File: config.mk
export PLATFORM = sky130hd
export DESIGN_NAME = lru_frame_victim_selector_flat
export DESIGN_NICKNAME = d
export VERILOG_FILES = /design/src/rtl/core/lfvs_pkg.sv /design/src/rtl/core/lfvs_req_if.sv /design/src/rtl/core/lfvs_rsp_if.sv /design/src/rtl/core/lfvs_age_mem.sv /design/src/rtl/core/lfvs_age_unit.sv /design/src/rtl/core/lru_frame_victim_selector.sv /design/src/flat_wrapper.sv
export SDC_FILE = /design/constraint.sdc
export NUM_CORES = 1
export LEC_CHECK = 0
export BUFFER_PORTS_ARGS = -buffer_cell sky130_fd_sc_hd__buf_2
export CAP_MARGIN = 10
export CELL_PAD_IN_SITES_DETAIL_PLACEMENT = 1
export CELL_PAD_IN_SITES_GLOBAL_PLACEMENT = 1
export CORE_MARGIN = 2
export CORE_UTILIZATION = 51
export DETAILED_ROUTE_END_ITERATION = 16
export HOLD_SLACK_MARGIN = 0.08
export PLACE_DENSITY_LB_ADDON = 0.1
export SKIP_LAST_GASP = 1
export SYNTH_ARGS = -nofsm -noshare
export SYNTH_HDL_FRONTEND = slang
export SYNTH_HIERARCHICAL = 1
export SYNTH_SLANG_ARGS = --single-unit
File: constraint.sdc
create_clock -name clk_i -period 5.2 [get_ports clk_i]
set_clock_uncertainty 0.1 [all_clocks]
set_input_delay 1.04 -clock clk_i [delete_from_list [all_inputs] [get_ports clk_i]]
set_output_delay 1.04 -clock clk_i [all_outputs]
set_load 0.005 [all_outputs]
File: src/rtl/core/lfvs_pkg.sv
package lfvs_pkg;

  // defaults for the top-level parameters
  localparam int unsigned FRAME_COUNT_DEF = 16;
  localparam int unsigned AGE_BITS_DEF    = 16;

  // fixed widths of the request and result payloads
  localparam int unsigned KIND_W       = 2;
  localparam int unsigned FRAME_W      = 4;
  localparam int unsigned VICTIM_AGE_W = 16;

  // event codes carried in the request
  typedef enum logic [KIND_W-1:0] {
    KIND_ASSIGN    = 2'd0,
    KIND_TOUCH     = 2'd1,
    KIND_MARK_BUSY = 2'd2,
    KIND_MARK_FREE = 2'd3
  } kind_e;

  // per-entry control handed from the sequencer to the age unit
  typedef struct packed {
    logic  apply;      // request frame lies within the frame table
    kind_e kind;       // event being processed
    logic  is_target;  // current entry is the frame named by the request
    logic  busy;       // current entry is marked in use
  } lfvs_op_t;

endpackage

File: src/rtl/core/lfvs_req_if.sv
interface lfvs_req_if import lfvs_pkg::*; ();

  logic               valid;
  logic               ready;
  logic [KIND_W-1:0]  kind;
  logic [FRAME_W-1:0] frame;

  modport source (output valid, output kind, output frame, input ready);
  modport sink   (input valid, input kind, input frame, output ready);

endinterface

File: src/rtl/core/lfvs_rsp_if.sv
interface lfvs_rsp_if import lfvs_pkg::*; ();

  logic                    valid;
  logic                    ready;
  logic [FRAME_W-1:0]      victim_frame;
  logic [VICTIM_AGE_W-1:0] victim_age;

  modport source (output valid, output victim_frame, output victim_age, input ready);
  modport sink   (input valid, input victim_frame, input victim_age, output ready);

endinterface

File: src/rtl/core/lfvs_age_mem.sv
module lfvs_age_mem import lfvs_pkg::*; #(
  parameter  int unsigned Depth = FRAME_COUNT_DEF,
  parameter  int unsigned Width = AGE_BITS_DEF,
  localparam int unsigned AddrW = $clog2(Depth)
) (
  input  logic             clk_i,
  input  logic             rst_ni,
  input  logic             rd_en_i,
  input  logic [AddrW-1:0] rd_addr_i,
  output logic [Width-1:0] rd_data_o,
  input  logic             wr_en_i,
  input  logic [AddrW-1:0] wr_addr_i,
  input  logic [Width-1:0] wr_data_i
);

  logic [Width-1:0] mem_q [Depth];
  logic [Depth-1:0] vld_q;
  logic [Width-1:0] rd_data_q;
  logic             rd_vld_q;

  // storage array, one write and one registered read per cycle
  always_ff @(posedge clk_i) begin
    if (wr_en_i) begin
      mem_q[wr_addr_i] <= wr_data_i;
    end
    if (rd_en_i) begin
      rd_data_q <= mem_q[rd_addr_i];
      rd_vld_q  <= vld_q[rd_addr_i];
    end
  end

  // written flags, cleared by reset so unwritten entries read as zero age
  always_ff @(posedge clk_i or negedge rst_ni) begin
    if (!rst_ni) begin
      vld_q <= '0;
    end else if (wr_en_i) begin
      vld_q[wr_addr_i] <= 1'b1;
    end
  end

  assign rd_data_o = rd_vld_q ? rd_data_q : '0;

endmodule

File: src/rtl/core/lfvs_age_unit.sv
module lfvs_age_unit import lfvs_pkg::*; #(
  parameter int unsigned AgeW = AGE_BITS_DEF
) (
  input  lfvs_op_t        op_i,
  input  logic [AgeW-1:0] age_i,
  input  logic [AgeW-1:0] best_age_i,
  output logic [AgeW-1:0] age_o,
  output logic            take_o
);

  logic clear;
  logic bump;

  // decide whether the entry is cleared, aged or left alone
  always_comb begin
    clear = 1'b0;
    bump  = 1'b0;
    case (op_i.kind) inside
      KIND_ASSIGN: begin
        clear = op_i.apply & op_i.is_target;
      end
      KIND_TOUCH: begin
        clear = op_i.apply & op_i.is_target;
        bump  = op_i.apply & ~op_i.is_target & ~op_i.busy & (age_i != '1);
      end
      KIND_MARK_BUSY, KIND_MARK_FREE: begin
        clear = 1'b0;
      end
      default: begin
        clear = 1'b0;
      end
    endcase
  end

  // saturating increment and running maximum compare, ties to the later entry
  always_comb begin
    if (clear) begin
      age_o = '0;
    end else if (bump) begin
      age_o = age_i + AgeW'(1);
    end else begin
      age_o = age_i;
    end
    take_o = (age_o >= best_age_i);
  end

endmodule

File: src/rtl/core/lru_frame_victim_selector.sv
// channel   modport  payload                                handshake
// req_i     sink     kind[1:0], frame[3:0]                  valid / ready
// rsp_o     source   victim_frame[3:0], victim_age[15:0]    valid / ready
//
// a request runs from acceptance to a valid result as one pass over the age memory
// through its single read port and the shared update and compare unit, followed by
// the load of the result register
// req_i.ready is high only while the sequencer is idle; a request may be taken
// while the previous result still waits in the result register
// a stalled result holds the sequencer before it loads the next one
// after reset all ages read as zero and no frame is in use; no clearing pass
module lru_frame_victim_selector import lfvs_pkg::*; #(
  parameter int unsigned FRAME_COUNT = FRAME_COUNT_DEF,
  parameter int unsigned AGE_BITS    = AGE_BITS_DEF
) (
  input logic       clk_i,
  input logic       rst_ni,
  lfvs_req_if.sink   req_i,
  lfvs_rsp_if.source rsp_o
);

  localparam int unsigned IdxW = $clog2(FRAME_COUNT);
  localparam int unsigned CntW = $clog2(FRAME_COUNT + 1);

  typedef enum logic [2:0] {
    ST_IDLE  = 3'b001,
    ST_SWEEP = 3'b010,
    ST_DONE  = 3'b100
  } state_e;

  state_e                  state_q, state_d;
  logic [CntW-1:0]         idx_q, idx_d;
  logic                    rd_vld_q;
  logic [IdxW-1:0]         rd_idx_q;
  kind_e                   kind_q;
  logic [IdxW-1:0]         frame_q;
  logic                    apply_q;
  logic [FRAME_COUNT-1:0]  busy_q;
  logic [AGE_BITS-1:0]     best_age_q;
  logic [IdxW-1:0]         best_idx_q;
  logic                    rsp_vld_q;
  logic [FRAME_W-1:0]      rsp_frame_q;
  logic [VICTIM_AGE_W-1:0] rsp_age_q;

  logic                    req_fire;
  logic                    req_in_range;
  logic [IdxW-1:0]         req_idx;
  logic                    rd_en;
  logic [IdxW-1:0]         rd_addr;
  logic                    last_entry;
  logic                    rsp_load;
  logic [AGE_BITS-1:0]     age_rd;
  logic [AGE_BITS-1:0]     age_new;
  logic                    take;
  lfvs_op_t                op;

  // request decode
  assign req_i.ready  = (state_q == ST_IDLE);
  assign req_fire     = req_i.valid & req_i.ready;
  assign req_in_range = (32'(req_i.frame) < 32'(FRAME_COUNT));
  assign req_idx      = IdxW'(req_i.frame);

  // sweep control
  assign rd_en      = (state_q == ST_SWEEP) && (idx_q < CntW'(FRAME_COUNT));
  assign rd_addr    = idx_q[IdxW-1:0];
  assign last_entry = rd_vld_q && (rd_idx_q == IdxW'(FRAME_COUNT - 1));
  assign rsp_load   = (state_q == ST_DONE) && (!rsp_vld_q || rsp_o.ready);

  // sequencer
  always_comb begin
    state_d = state_q;
    idx_d   = idx_q;
    unique case (state_q)
      ST_IDLE: begin
        if (req_fire) begin
          state_d = ST_SWEEP;
          idx_d   = '0;
        end
      end
      ST_SWEEP: begin
        if (rd_en) begin
          idx_d = idx_q + CntW'(1);
        end
        if (last_entry) begin
          state_d = ST_DONE;
        end
      end
      ST_DONE: begin
        if (rsp_load) begin
          state_d = ST_IDLE;
        end
      end
      default: begin
        state_d = ST_IDLE;
      end
    endcase
  end

  always_ff @(posedge clk_i or negedge rst_ni) begin
    if (!rst_ni) begin
      state_q  <= ST_IDLE;
      idx_q    <= '0;
      rd_vld_q <= 1'b0;
    end else begin
      state_q  <= state_d;
      idx_q    <= idx_d;
      rd_vld_q <= rd_en;
    end
  end

  // in-use flags, updated as the request is taken
  always_ff @(posedge clk_i or negedge rst_ni) begin
    if (!rst_ni) begin
      busy_q <= '0;
    end else if (req_fire && req_in_range) begin
      unique case (kind_e'(req_i.kind)) inside
        KIND_MARK_BUSY: busy_q[req_idx] <= 1'b1;
        KIND_ASSIGN,
        KIND_MARK_FREE: busy_q[req_idx] <= 1'b0;
        default:        busy_q[req_idx] <= busy_q[req_idx];
      endcase
    end
  end

  // request capture, entry index in flight and running best
  always_ff @(posedge clk_i) begin
    if (req_fire) begin
      kind_q     <= kind_e'(req_i.kind);
      frame_q    <= req_idx;
      apply_q    <= req_in_range;
      best_age_q <= '0;
      best_idx_q <= '0;
    end else if (rd_vld_q && take) begin
      best_age_q <= age_new;
      best_idx_q <= rd_idx_q;
    end
    if (rd_en) begin
      rd_idx_q <= rd_addr;
    end
  end

  // age storage
  lfvs_age_mem #(
    .Depth (FRAME_COUNT),
    .Width (AGE_BITS)
  ) u_age_mem (
    .clk_i     (clk_i),
    .rst_ni    (rst_ni),
    .rd_en_i   (rd_en),
    .rd_addr_i (rd_addr),
    .rd_data_o (age_rd),
    .wr_en_i   (rd_vld_q),
    .wr_addr_i (rd_idx_q),
    .wr_data_i (age_new)
  );

  // shared update and compare unit
  always_comb begin
    op.apply     = apply_q;
    op.kind      = kind_q;
    op.is_target = (rd_idx_q == frame_q);
    op.busy      = busy_q[rd_idx_q];
  end

  lfvs_age_unit #(
    .AgeW (AGE_BITS)
  ) u_age_unit (
    .op_i       (op),
    .age_i      (age_rd),
    .best_age_i (best_age_q),
    .age_o      (age_new),
    .take_o     (take)
  );

  // result register
  always_ff @(posedge clk_i or negedge rst_ni) begin
    if (!rst_ni) begin
      rsp_vld_q <= 1'b0;
    end else if (rsp_load) begin
      rsp_vld_q <= 1'b1;
    end else if (rsp_o.ready) begin
      rsp_vld_q <= 1'b0;
    end
  end

  always_ff @(posedge clk_i) begin
    if (rsp_load) begin
      rsp_frame_q <= FRAME_W'(best_idx_q);
      rsp_age_q   <= VICTIM_AGE_W'(best_age_q);
    end
  end

  assign rsp_o.valid        = rsp_vld_q;
  assign rsp_o.victim_frame = rsp_frame_q;
  assign rsp_o.victim_age   = rsp_age_q;

  // checks
  a_rd_only_in_sweep : assert property (@(posedge clk_i) disable iff (!rst_ni)
    rd_vld_q |-> (state_q == ST_SWEEP))
    else $error("memory read data in flight outside the sweep");

  a_sweep_starts_at_zero : assert property (@(posedge clk_i) disable iff (!rst_ni)
    req_fire |=> (state_q == ST_SWEEP) && (idx_q == '0))
    else $error("sweep did not start at entry zero");

  a_idx_bounded : assert property (@(posedge clk_i) disable iff (!rst_ni)
    idx_q <= CntW'(FRAME_COUNT))
    else $error("sweep index ran past the frame table");

  a_load_sets_valid : assert property (@(posedge clk_i) disable iff (!rst_ni)
    rsp_load |=> rsp_vld_q && (state_q == ST_IDLE))
    else $error("result load did not raise valid or return to idle");

endmodule
File: src/flat_wrapper.sv
// flat-port wrapper written by rule: the top's interface ports become plain ports
module lru_frame_victim_selector_flat import lfvs_pkg::*;
#(
  parameter int unsigned FRAME_COUNT = FRAME_COUNT_DEF,
  parameter int unsigned AGE_BITS    = AGE_BITS_DEF
)
  (clk_i, rst_ni, req_i_valid, req_i_kind, req_i_frame, req_i_ready, rsp_o_valid, rsp_o_victim_frame, rsp_o_victim_age, rsp_o_ready);
  lfvs_req_if req_i_i ();
  lfvs_rsp_if rsp_o_i ();
  input logic clk_i;
  input logic rst_ni;
  input wire logic [$bits(req_i_i.valid)-1:0] req_i_valid;
  input wire logic [$bits(req_i_i.kind)-1:0] req_i_kind;
  input wire logic [$bits(req_i_i.frame)-1:0] req_i_frame;
  output wire logic [$bits(req_i_i.ready)-1:0] req_i_ready;
  output wire logic [$bits(rsp_o_i.valid)-1:0] rsp_o_valid;
  output wire logic [$bits(rsp_o_i.victim_frame)-1:0] rsp_o_victim_frame;
  output wire logic [$bits(rsp_o_i.victim_age)-1:0] rsp_o_victim_age;
  input wire logic [$bits(rsp_o_i.ready)-1:0] rsp_o_ready;
  assign req_i_i.valid = req_i_valid;
  assign req_i_i.kind = req_i_kind;
  assign req_i_i.frame = req_i_frame;
  assign req_i_ready = req_i_i.ready;
  assign rsp_o_valid = rsp_o_i.valid;
  assign rsp_o_victim_frame = rsp_o_i.victim_frame;
  assign rsp_o_victim_age = rsp_o_i.victim_age;
  assign rsp_o_i.ready = rsp_o_ready;
  lru_frame_victim_selector #(.FRAME_COUNT(FRAME_COUNT), .AGE_BITS(AGE_BITS)) u_core (.clk_i(clk_i), .rst_ni(rst_ni), .req_i(req_i_i), .rsp_o(rsp_o_i));
endmodule
==> results of run 1 <==
## through the flow
step	worst slack, ns	hold slack [ns]
2_1_floorplan	0.4508	0.3081
3_3_place_gp	0.2514	0.3221
3_5_place_dp	-0.2030	0.3212
4_1_cts	-0.003441	0.3346
5_1_grt	-0.003586	0.3584
6_report	0.2382	0.3408
## cell usage after synthesis (all sizes together), types with 3 or more instances
master | count | share of area (%)
a21o | 3 | 0.15
a21oi | 38 | 1.3
a22oi | 38 | 2.0
a31oi | 8 | 0.33
and2 | 21 | 0.87
buf | 25 | 1.3
clkbuf | 21 | 0.53
dfrtp | 41 | 6.8
dfxtp | 20 | 2.7
edfxtp | 303 | 60
ha | 20 | 1.7
inv | 21 | 0.52
mux2i | 11 | 0.73
mux4 | 73 | 11
nand2 | 84 | 2.1
nand2b | 5 | 0.21
nand3 | 15 | 0.50
nand4 | 9 | 0.46
nor2 | 43 | 1.1
nor2b | 9 | 0.37
nor3 | 7 | 0.23
nor4 | 7 | 0.47
nor4b | 3 | 0.36
o21ai | 35 | 1.2
or2 | 19 | 0.79
xnor2 | 8 | 0.46
xor2 | 11 | 0.64
## logic make-up (layout without fill, tap and decap cells)
kind of cell / after synthesis / count (layout) / synth area share, %
XOR/XNOR: 19 / 19 / 1.102
AND/OR/NAND/NOR: 233 / 234 / 8.094
other: 1 / 2 / 0.02483
buffers and inverters: 67 / 164 / 2.328
AO/OA/AOI/OAI: 128 / 128 / 5.244
multiplexers: 84 / 84 / 11.69
adder cells (fa/ha/maj): 20 / 20 / 1.657
flip-flops: 365 / 365 / 69.86
## per-layer routing
layer  global-route usage (%)  vias to the layer above  routed length, um  share of wire [%]
li1                         -                     3687                  -                  -
met1                    30.74                     4415              15030                 42
met2                    42.21                      162              18780                 52
met3                    3.553                       49               1361                3.8
met4                    6.336                        0                700                2.0
met5                        0                        -                  0                  0
## path summary, 6_finish.rpt
check | start | end | slack, ns
setup reg to reg | u_core/rd_idx_q[0]$_DFFE_PP_ | u_core/best_age_q[0]$_SDFFE_PP0P_ | 0.24
min in group asynchronous | rst_ni | async pin | 0.60
hold reg to reg | u_core/best_idx_q[3]$_SDFFE_PP0P_ | u_core/rsp_o.victim_frame[3]$_DFFE_PP_ | 0.34
setup / recovery | u_core/rd_idx_q[0]$_DFFE_PP_ | u_core/best_age_q[0]$_SDFFE_PP0P_ | 0.24
max in group asynchronous | rst_ni | u_core/idx_q[0]$_DFFE_PN0P_ | 3.66
hold / removal | u_core/best_idx_q[3]$_SDFFE_PP0P_ | u_core/rsp_o.victim_frame[3]$_DFFE_PP_ | 0.34
## flip-flops by register name (all words and copies together), names as in the netlist, named ones only
signal	flops
u_core/u_age_mem/mem_q	256
u_core/best_age_q	16
u_core/rsp_o.victim_age	16
u_core/u_age_mem/rd_data_q	16
u_core/u_age_mem/vld_q	16
u_core/idx_q	5
u_core/best_idx_q	4
u_core/frame_q	4
u_core/rd_idx_q	4
u_core/rsp_o.victim_frame	4
u_core/state_q	3
u_core/kind_q	2
u_core/rd_vld_q	1
u_core/rsp_o.valid	1
u_core/u_age_mem/rd_vld_q	1
## power groups by stage
stage / Combinational [mW] / Clock, mW / Sequential, mW
after floorplan: 0.0285 / 0 / 3.19
after global routing: 0.0525 / 2.75 / 3.13
final: 0.0467 / 2.60 / 3.13
after global placement: 0.0432 / 0 / 3.19
after CTS: 0.0469 / 2.65 / 3.13
after detailed placement: 0.0468 / 0 / 3.19
## worst reg2reg max path, stage by stage, from the launching register on
cell and delay [ns]:
edfxtp_1 0.49, mux4_1 0.60, mux4_2 0.46, nand4bb_1 0.32
or2_4 0.33, nor2_2 0.18, xnor2_1 0.11, or2_2 0.28
ha_1 0.27, nand2b_1 0.15, a2111oi_1 0.43, nor4_1 0.11
nor4_2 0.39, o21ai_2 0.16, nand2_2 0.24, nand2_1 0.10
a21oi_1 0.16
## cell type report
cell class              count  area share [%]
clock inverters            16           1.019
repair buffers             77           3.005
clock buffers              50           5.892
flip-flops and latches    365           61.83
well taps                 390           2.858
multi-input cells         487           24.93
inverters                  21          0.4617
## timing repair
action / 4_1_cts / 5_1_grt
setup buffers: 0 / 1
gates resized for setup: 2 / 7
pin swaps: 0 / 2
gates cloned: 0 / 1
setup endpoints to repair: 20 / 20
==> run_results.csv, run 1 <==
group,metric,value,unit
timing,finalCritPeriodShare,95.42,%
detailed_routing,num_vias,8313,
pwr,power,5.778,mW
yosys,synth-warning-count,6,
pwr,p_sw,1.122,mW
worst_setup_path,cp_slowest_stage_delay,0.60,ns
yosys,synth_flop_cell,"edfxtp_1",
detailed_routing,drt_iter0_drc,596,
timing,relSlewSlack,21.48,%
final_layout,final_layout_size_suffix_gt1_share,22.34,%
detailed_routing,routed_via_density,5.913,
worst_setup_path,r2r_cells,16,
min_path,hold_path.class,"reg2reg",
clocking,insertion_delay,0.52,ns
clocking,cts-htree-levels,2,
placed_design,dp_hpwl,23.06,mm
yosys,netlist_instances,917,
timing,worstMarginPinSlew,1.177,ns
timing,final_hold_viol_count,0,
yosys,syn_area,0.01510,mm^2
placed_design,dp_cells,1337,
worst_setup_path,critPathLaunchType,"flop",
global_routing,grt_usage,23.77,%
final_layout,multiInputGateArea,0.004257,mm^2
detailed_routing,drcViolationCount,0,
pwr,pwr_density_cell,338.4,mW/mm^2
detailed_routing,totalWireLength,35.88,mm
clocking,clockBufferDepth,3,
worst_setup_path,timing.critical_path.cells,"mux4_1, mux4_2, nand4bb_1, or2_4, nor2_2, xnor2_1, or2_2, ha_1, nand2b_1, a2111oi_1, nor4_1, nor4_2, o21ai_2, nand2_2, nand2_1, a21oi_1",
die,core_area,0.02940,mm^2
final_layout,postLayoutCoreUtil,58.07,%
final_layout,nets,1020,
placed_design,post_dp_cell_area,0.01585,mm^2
global_routing,grt_pass1_wl,54.80,mm
yosys,avgSynthCellArea,16.47,um^2
clocking,cts.sinks,365,
final_layout,mostFrequentLayoutCell,"edfxtp_1",
global_routing,grt-ovfl-total,0,
worst_setup_path,critPathMaxFanout,10,
clocking,tritoncts,"done",
die,start_util,51.37,%
timing,setup_viol,0,
placed_design,place_congestion,0.8573,
worst_setup_path,critPathArrivalTime,5.30,ns
placed_design,portBuffers,31,
final_layout,seq_area,0.01056,mm^2
yosys,ys_types,57,
global_routing,grt_max_degree,60,
final_layout,syn2layout_area_growth,13.04,%
global_routing,antenna_found_initial,0,
worst_setup_path,critPathRequiredTime,5.54,ns
detailed_routing,wl_per_cell,25.52,um
flow_run,max_cap_viol_count,0,
worst_setup_path,cp-end-kind,"flop",
timing,max_freq,201.5,MHz
die,io_pins,32,
pwr,seqPwrFrac,54.1,%
pwr,irDropWorstVdd,0.3353,mV
outcome,outcome,"completed",
pwr,combPwrFrac,0.8,%
yosys,async_flop_share,11.51,%
clocking,cts-buffers-inserted,38,
final_layout,final_area,0.01707,mm^2
worst_setup_path,critPathKind,"reg2reg",
pwr,p_int,4.656,mW
die,fp-row-count,63,
pwr,power.leakage,5.753,nW
die,die_area,0.03101,mm^2
timing,rsz0062_at_grt,"true",
pwr,clkPwrFrac,45.1,%
min_path,holdPathStages,0,
pwr,power.share.switching,19.42,%
die,die-width,176.1,um
global_routing,grt_pass1_vias,9097,
final_layout,final_cells,1406,
clocking,root_buffer,"clkbuf_16",
final_layout,n_fill_cell,2686,
timing,fin_crit,4.962,ns
worst_setup_path,critical_path_buf_inv_count,0,
detailed_routing,drtPass1Iterations,7,
worst_setup_path,crit_family,"simple AND/OR/NAND/NOR gates",
timing,slew_violations,0,
clocking,cts_hold_repair.buffers,0,
final_layout,layout_common_cells,"edfxtp_1, nand2_1, mux4_2",
yosys,yosysSeqAreaShare,69.86,%
final_layout,diodes,0,
clocking,clk_pin_slew,0.06,ns
detailed_routing,antenna_left,0,
yosys,synth_edf_count,303,
worst_setup_path,cp_slowest_cell,"mux4_1",
die,die_height,176.1,um
timing,tns,0,ns
yosys,yosys_register_bits,365,
worst_setup_path,path_depth,16,
(Power assumes the default switching activity.)
==> run 2: changes to the inputs <==
Settings changed: GPL_TIMING_DRIVEN set to 0.
==> run_results.csv, run 2 (synthesized netlist as in run 1, its figures left out) <==
group,metric,value,unit
outcome,outcome,"completed",
die,io_pins,32,
flow_run,max_cap_viol_count,0,
global_routing,grt_pass1_vias,9138,
die,die-width,176.1,um
pwr,power.leakage,6.029,nW
detailed_routing,totalWireLength,36.27,mm
timing,tns,0,ns
global_routing,grt-ovfl-total,0,
placed_design,post_dp_cell_area,0.01620,mm^2
worst_setup_path,endpoint,"u_core/best_age_q[14]$_SDFFE_PP0P_",
final_layout,max_flop_register,"u_core/u_age_mem/mem_q",
worst_setup_path,critPathArrivalTime,5.24,ns
die,start_util,51.37,%
detailed_routing,drtPass1Iterations,5,
timing,setup_ws,0.2599,ns
final_layout,largest_register_ffs,256,
placed_design,place_congestion,0.8250,
worst_setup_path,r2r_cells,17,
detailed_routing,routed_via_density,5.890,
pwr,power,5.895,mW
pwr,irDropWorstVdd,0.1801,mV
final_layout,syn2layout_area_growth,17.75,%
clocking,cts.sinks,365,
placed_design,place_ws,-1.191,ns
min_path,hold_path.class,"reg2reg",
worst_setup_path,reg2reg_to,"u_core/best_age_q[14]$_SDFFE_PP0P_",
detailed_routing,num_vias,8547,
worst_setup_path,critPathMaxFanout,10,
timing,slew_violations,0,
die,fp-row-count,63,
timing,worstMarginPinSlew,1.041,ns
final_layout,diodes,0,
clocking,root_buffer,"clkbuf_16",
timing,rsz0062_at_grt,"false",
worst_setup_path,cp-end-kind,"flop",
pwr,pwr_density_cell,331.4,mW/mm^2
die,core_area,0.02940,mm^2
timing,setup_viol,0,
worst_setup_path,timing.rr.start,"u_core/rd_idx_q[0]$_DFFE_PP_",
clocking,clk_pin_slew,0.06,ns
worst_setup_path,critPathRequiredTime,5.50,ns
timing,finalCritPeriodShare,95.00,%
timing,max_freq,202.4,MHz
worst_setup_path,critPathLaunch,"u_core/rd_idx_q[0]$_DFFE_PP_",
detailed_routing,antenna_left,0,
detailed_routing,drcViolationCount,0,
final_layout,layout_common_cells,"edfxtp_1, nand2_1, mux4_2",
die,die_area,0.03101,mm^2
timing,relSlewSlack,30.63,%
global_routing,grt_max_degree,43,
placed_design,dp_hpwl,24.65,mm
final_layout,mostFrequentLayoutCell,"edfxtp_1",
timing,fin_crit,4.940,ns
global_routing,grt_usage,24.18,%
detailed_routing,drt_iter0_drc,698,
die,die_height,176.1,um
final_layout,nets,1066,
global_routing,antenna_found_initial,0,
global_routing,grt_pass1_wl,55.92,mm
final_layout,final_layout_size_suffix_gt1_share,26.67,%
worst_setup_path,critPathKind,"reg2reg",
clocking,tritoncts,"done",
worst_setup_path,critPathLaunchType,"flop",
final_layout,final_area,0.01778,mm^2
clocking,cts-buffers-inserted,40,
min_path,min_from,"u_core/best_idx_q[1]$_SDFFE_PP0P_",
clocking,insertion_delay,0.53,ns
detailed_routing,wl_per_cell,24.99,um
clocking,cts-htree-levels,2,
final_layout,postLayoutCoreUtil,60.49,%
clocking,clockBufferDepth,3,
placed_design,portBuffers,31,
timing,final_hold_viol_count,0,
worst_setup_path,reg2reg_setup_slack,0.26,ns
[run 2: worst min-delay path by stage]
stage / to / cells past startpoint / slack [ns]
floorplan: u_core/rsp_o.victim_frame[0]$_DFFE_PP_ / 0 / 0.31
global placement: u_core/rsp_o.victim_frame[3]$_DFFE_PP_ / 0 / 0.32
detailed placement: u_core/rsp_o.victim_frame[1]$_DFFE_PP_ / 0 / 0.32
CTS: u_core/rsp_o.victim_frame[1]$_DFFE_PP_ / 0 / 0.34
global route: u_core/rsp_o.victim_frame[0]$_DFFE_PP_ / 0 / 0.36
finish: u_core/rsp_o.victim_frame[1]$_DFFE_PP_ / 0 / 0.33
[run 2: critical path, stage by stage (launching register included)]
cell and delay, ns:
edfxtp_1 0.37, buf_6 0.16, mux4_1 0.58, mux4_2 0.48
nand4bb_4 0.29, or2_4 0.31, nor2_4 0.14, nand2_1 0.07
a21oi_1 0.37, ha_1 0.35, a2111oi_4 0.40, nor4_1 0.11
nor4_1 0.42, o21ai_1 0.14, and2_1 0.17, buf_2 0.19
nand2_1 0.10, a21oi_1 0.07
[run 2: layer usage]
metal	global-route usage [%]	up-vias	share of wire, %
li1	-	3793	-
met1	33.42	4503	43
met2	40.83	204	50
met3	3.488	47	4.4
met4	6.129	0	1.9
met5	0	-	0
[run 2: repair_timing]
| action | 4_1_cts | 5_1_grt |
|---|---|---|
| gates cloned | 0 | 0 |
| setup buffers | 5 | 15 |
| resized for setup | 32 | 15 |
| pin swaps | 4 | 6 |
| setup endpoints to repair | 20 | 20 |
| hold buffers | 0 | 0 |
[run 2: area by class of cell]
| cell class | instances | area (um^2) |
|---|---|---|
| buffer | 46 | 292.8 |
| clock buffer | 55 | 1149 |
| clock inverter | 12 | 118.9 |
| fill | 2648 | 11620 |
| inverter | 21 | 78.83 |
| multi-input combinational | 486 | 4399 |
| sequential | 365 | 10550 |
| tap | 390 | 488.0 |
| timing repair buffer | 76 | 706.9 |
[run 2: stage by stage]
stage,hold WS [ns],instances
after floorplan,0.3081,918
after global placement,0.3174,1339
after detailed placement,0.3202,1363
after CTS,0.3376,1435
after global routing,0.3576,1451
final,0.3324,1451
[run 2: where the power goes]
group / internal, mW / switching, mW
registers: 3.13 / 0.0000000000000000152
clock network: 1.59 / 1.12
logic: 0.0162 / 0.0353
total: 4.74 / 1.16
==> run 3: changes to the inputs <==
Settings changed: ABC_AREA set to 1, CORE_UTILIZATION 51 to 49, MAX_ROUTING_LAYER set to met4.
==> run_results.csv, run 3 <==
group,metric,value,unit
worst_setup_path,r2r_cells,25,
clocking,tritoncts,"done",
worst_setup_path,critPathArrivalTime,5.24,ns
worst_setup_path,path_common_cell,"nand2_1",
placed_design,portBuffers,31,
die,die_area,0.03639,mm^2
detailed_routing,drt_iter0_drc,1155,
detailed_routing,num_vias,13420,
clocking,cts_hold_repair.buffers,0,
detailed_routing,routed_via_density,5.563,
yosys,synth_flop_cell,"edfxtp_1",
timing,final_hold_viol_count,0,
timing,relSlewSlack,31.44,%
placed_design,dp_hpwl,36.20,mm
worst_setup_path,critPathKind,"reg2reg",
detailed_routing,met2_length,27.65,mm
yosys,yosys.area.top_type,"edfxtp_1",
detailed_routing,topRoutingLayerUsed,"met4",
outcome,outcome,"completed",
final_layout,max_flop_register,"u_core/u_age_mem/mem_q",
yosys,yosys.area_share.xor_xnor,0.5125,%
final_layout,mostFrequentLayoutCell,"nand2_1",
worst_setup_path,crit_family,"compound AO/OA/AOI/OAI gates",
clocking,clk_pin_slew,0.06,ns
yosys,yosysSeqAreaShare,61.74,%
die,fp-row-count,68,
min_path,hold_path.class,"reg2reg",
timing,tns,0,ns
worst_setup_path,cp-end-kind,"flop",
worst_setup_path,timing.rr.start,"u_core/rd_idx_q[0]$_DFFE_PP_",
timing,setup_ws,0.2943,ns
yosys,ys_types,43,
detailed_routing,antenna_left,0,
placed_design,place_ws,-0.7425,ns
final_layout,nets,1956,
global_routing,grt_pass1_vias,13990,
final_layout,syn2layout_area_growth,16.45,%
die,core_area,0.03446,mm^2
detailed_routing,totalWireLength,56.06,mm
yosys,synth_top_family_by_area,"simple AND/OR/NAND/NOR gates",
detailed_routing,drcViolationCount,0,
yosys,synth-warning-count,6,
min_path,hold_end,"u_core/rsp_o.victim_frame[1]$_DFFE_PP_",
detailed_routing,drt-met1-wl,23.35,mm
yosys,avgSynthCellArea,9.437,um^2
pwr,pwr_density_cell,477.3,mW/mm^2
yosys,syn_area,0.01709,mm^2
timing,worstMarginPinSlew,1.027,ns
global_routing,grt-ovfl-total,0,
min_path,holdPathStages,0,
final_layout,largest_register_ffs,256,
global_routing,grt_usage,32.68,%
yosys,synth_nets,1841,
worst_setup_path,cp_slowest_stage_delay,0.45,ns
final_layout,layout_common_cells,"nand2_1, edfxtp_1, inv_1",
clocking,cts-buffers-inserted,39,
worst_setup_path,reg2reg_setup_slack,0.29,ns
worst_setup_path,cp_slowest_cell,"edfxtp_1",
clocking,insertion_delay,0.56,ns
pwr,power,9.499,mW
worst_setup_path,critPathRequiredTime,5.53,ns
placed_design,place_congestion,0.8720,
clocking,root_buffer,"clkbuf_16",
global_routing,grt_max_degree,43,
flow_run,max_cap_viol_count,0,
timing,hold_slack,0.3423,ns
timing,slew_violations,0,
final_layout,final_cells,2413,
yosys,synth_edf_count,303,
final_layout,final_layout_size_suffix_gt1_share,13.51,%
clocking,cts.sinks,365,
yosys,async_flop_share,11.51,%
yosys,netlist.area_leader.share,53.24,%
worst_setup_path,critPathMaxFanout,10,
pwr,power.leakage,8.777,nW
yosys,netlist_instances,1811,
timing,finalCritPeriodShare,94.34,%
worst_setup_path,critPathLaunchType,"flop",
clocking,cts-htree-levels,2,
yosys,yosys_register_bits,365,
yosys,synth_compound_area_share,4.034,%
final_layout,final_area,0.01990,mm^2
min_path,min_from,"u_core/best_idx_q[1]$_SDFFE_PP0P_",
global_routing,antenna_found_initial,4,
detailed_routing,wl_per_cell,23.23,um
die,io_pins,32,
yosys,synthMuxAreaShare,1.054,%
yosys,yosysMostFrequentCell,"nand2_1",
placed_design,dp_cells,2316,
global_routing,grt_pass1_wl,84.40,mm
yosys,synthSimpleGateAreaFrac,22.12,%
pwr,irDropWorstVdd,0.3033,mV
timing,setup_viol,0,
yosys,yosys-top-cells-count,"nand2_1, edfxtp_1, inv_1, nand3_1, nor2_1",
detailed_routing,wl_met3,3.321,mm
final_layout,n_fill_cell,3908,
worst_setup_path,reg2reg_to,"u_core/best_age_q[8]$_SDFFE_PP0P_",
die,die-width,190.8,um
yosys,ys_top_cells_by_area,"edfxtp_1, nand2_1, inv_1",
timing,max_freq,203.8,MHz
die,start_util,49.60,%
detailed_routing,drtPass1Iterations,5,
placed_design,post_dp_cell_area,0.01816,mm^2
clocking,clockBufferDepth,3,
worst_setup_path,critical_path_buf_inv_count,7,
die,die_height,190.8,um
timing,fin_crit,4.906,ns
yosys,synth_fa_ha_area_share,1.464,%
final_layout,postLayoutCoreUtil,57.76,%
-- run 3: worst max path at each step --
| stage | start | slack, ns | end | depth (start not counted) |
|---|---|---|---|---|
| final | u_core/rd_idx_q[0]$_DFFE_PP_ | 0.29 | u_core/best_age_q[8]$_SDFFE_PP0P_ | 25 |
| after floorplan | u_core/u_age_mem/rd_vld_q$_DFFE_PP_ | 1.02 | u_core/best_age_q[10]$_SDFFE_PP0P_ | 23 |
| after global routing | u_core/rd_idx_q[0]$_DFFE_PP_ | -0.02 | u_core/best_age_q[8]$_SDFFE_PP0P_ | 25 |
| after CTS | u_core/rd_idx_q[0]$_DFFE_PP_ | 0.05 | u_core/best_age_q[8]$_SDFFE_PP0P_ | 25 |
| after detailed placement | u_core/rd_idx_q[0]$_DFFE_PP_ | -0.74 | u_core/best_age_q[7]$_SDFFE_PP0P_ | 24 |
| after global placement | u_core/rd_idx_q[0]$_DFFE_PP_ | -0.98 | u_core/best_age_q[11]$_SDFFE_PP0P_ | 21 |
-- run 3: repair_timing --
action | CTS | global route
setup buffers | 22 | 3
gates resized for setup | 14 | 6
hold endpoints to repair | 0 | 0
pin swaps | 12 | 1
endpoints found under the setup margin | 20 | 20
-- run 3: cells by family after synthesis --
kind of cell / Yosys count
compound gates: 115
simple gates: 900
fa+ha+maj: 20
xor+xnor: 10
other cells: 1
flops: 365
buf+inv: 384
mux: 16
-- run 3: area by class of cell --
| type | count | area (um^2) | share of cell area (%) |
|---|---|---|---|
| clock buffer | 49 | 1075 | 5.400 |
| timing repair buffer | 75 | 759.5 | 3.816 |
| tap | 455 | 569.3 | 2.861 |
| sequential | 365 | 10550 | 53.02 |
| antenna | 4 | 10.01 | 0.05030 |
| inverter | 311 | 1172 | 5.891 |
| multi-input combinational | 1062 | 5144 | 25.85 |
| buffer | 72 | 381.6 | 1.918 |
| clock inverter | 20 | 239.0 | 1.201 |
-- run 3: report_power, final --
| part | total (mW) | leakage [nW] | internal (mW) | switching (mW) |
|---|---|---|---|---|
| combinational | 2.79 | 4.63 | 0.859 | 1.93 |
| sequential | 3.83 | 3.49 | 3.64 | 0.190 |
| clock | 2.87 | 0.651 | 1.71 | 1.16 |
| total | 9.50 | 8.78 | 6.22 | 3.28 |
-- run 3: routing by layer --
metal	vias up	global-route usage (%)
met5	-	-
met4	0	11.18
met3	89	4.674
met2	454	54.11
met1	6811	41.30
li1	6069	-
-- run 3: worst reg2reg max path, cell delays in order (launching register included) --
cell and delay (ns):
edfxtp_1 0.45, clkinvlp_4 0.27, o21ai_0 0.25, o22ai_1 0.09, o211ai_1 0.28, nand2_1 0.10, nand3b_1 0.17, nor2_2 0.24
o21ai_2 0.17, inv_2 0.15, buf_6 0.18, nand2_2 0.09, a21oi_4 0.17, buf_12 0.15, ha_1 0.27, nand2_1 0.07
inv_1 0.04, o21ai_0 0.18, nand2_1 0.11, a21oi_1 0.17, nand3_1 0.10, nand2_1 0.20, clkbuf_4 0.30, mux2_2 0.36
nand2_1 0.08, inv_1 0.05
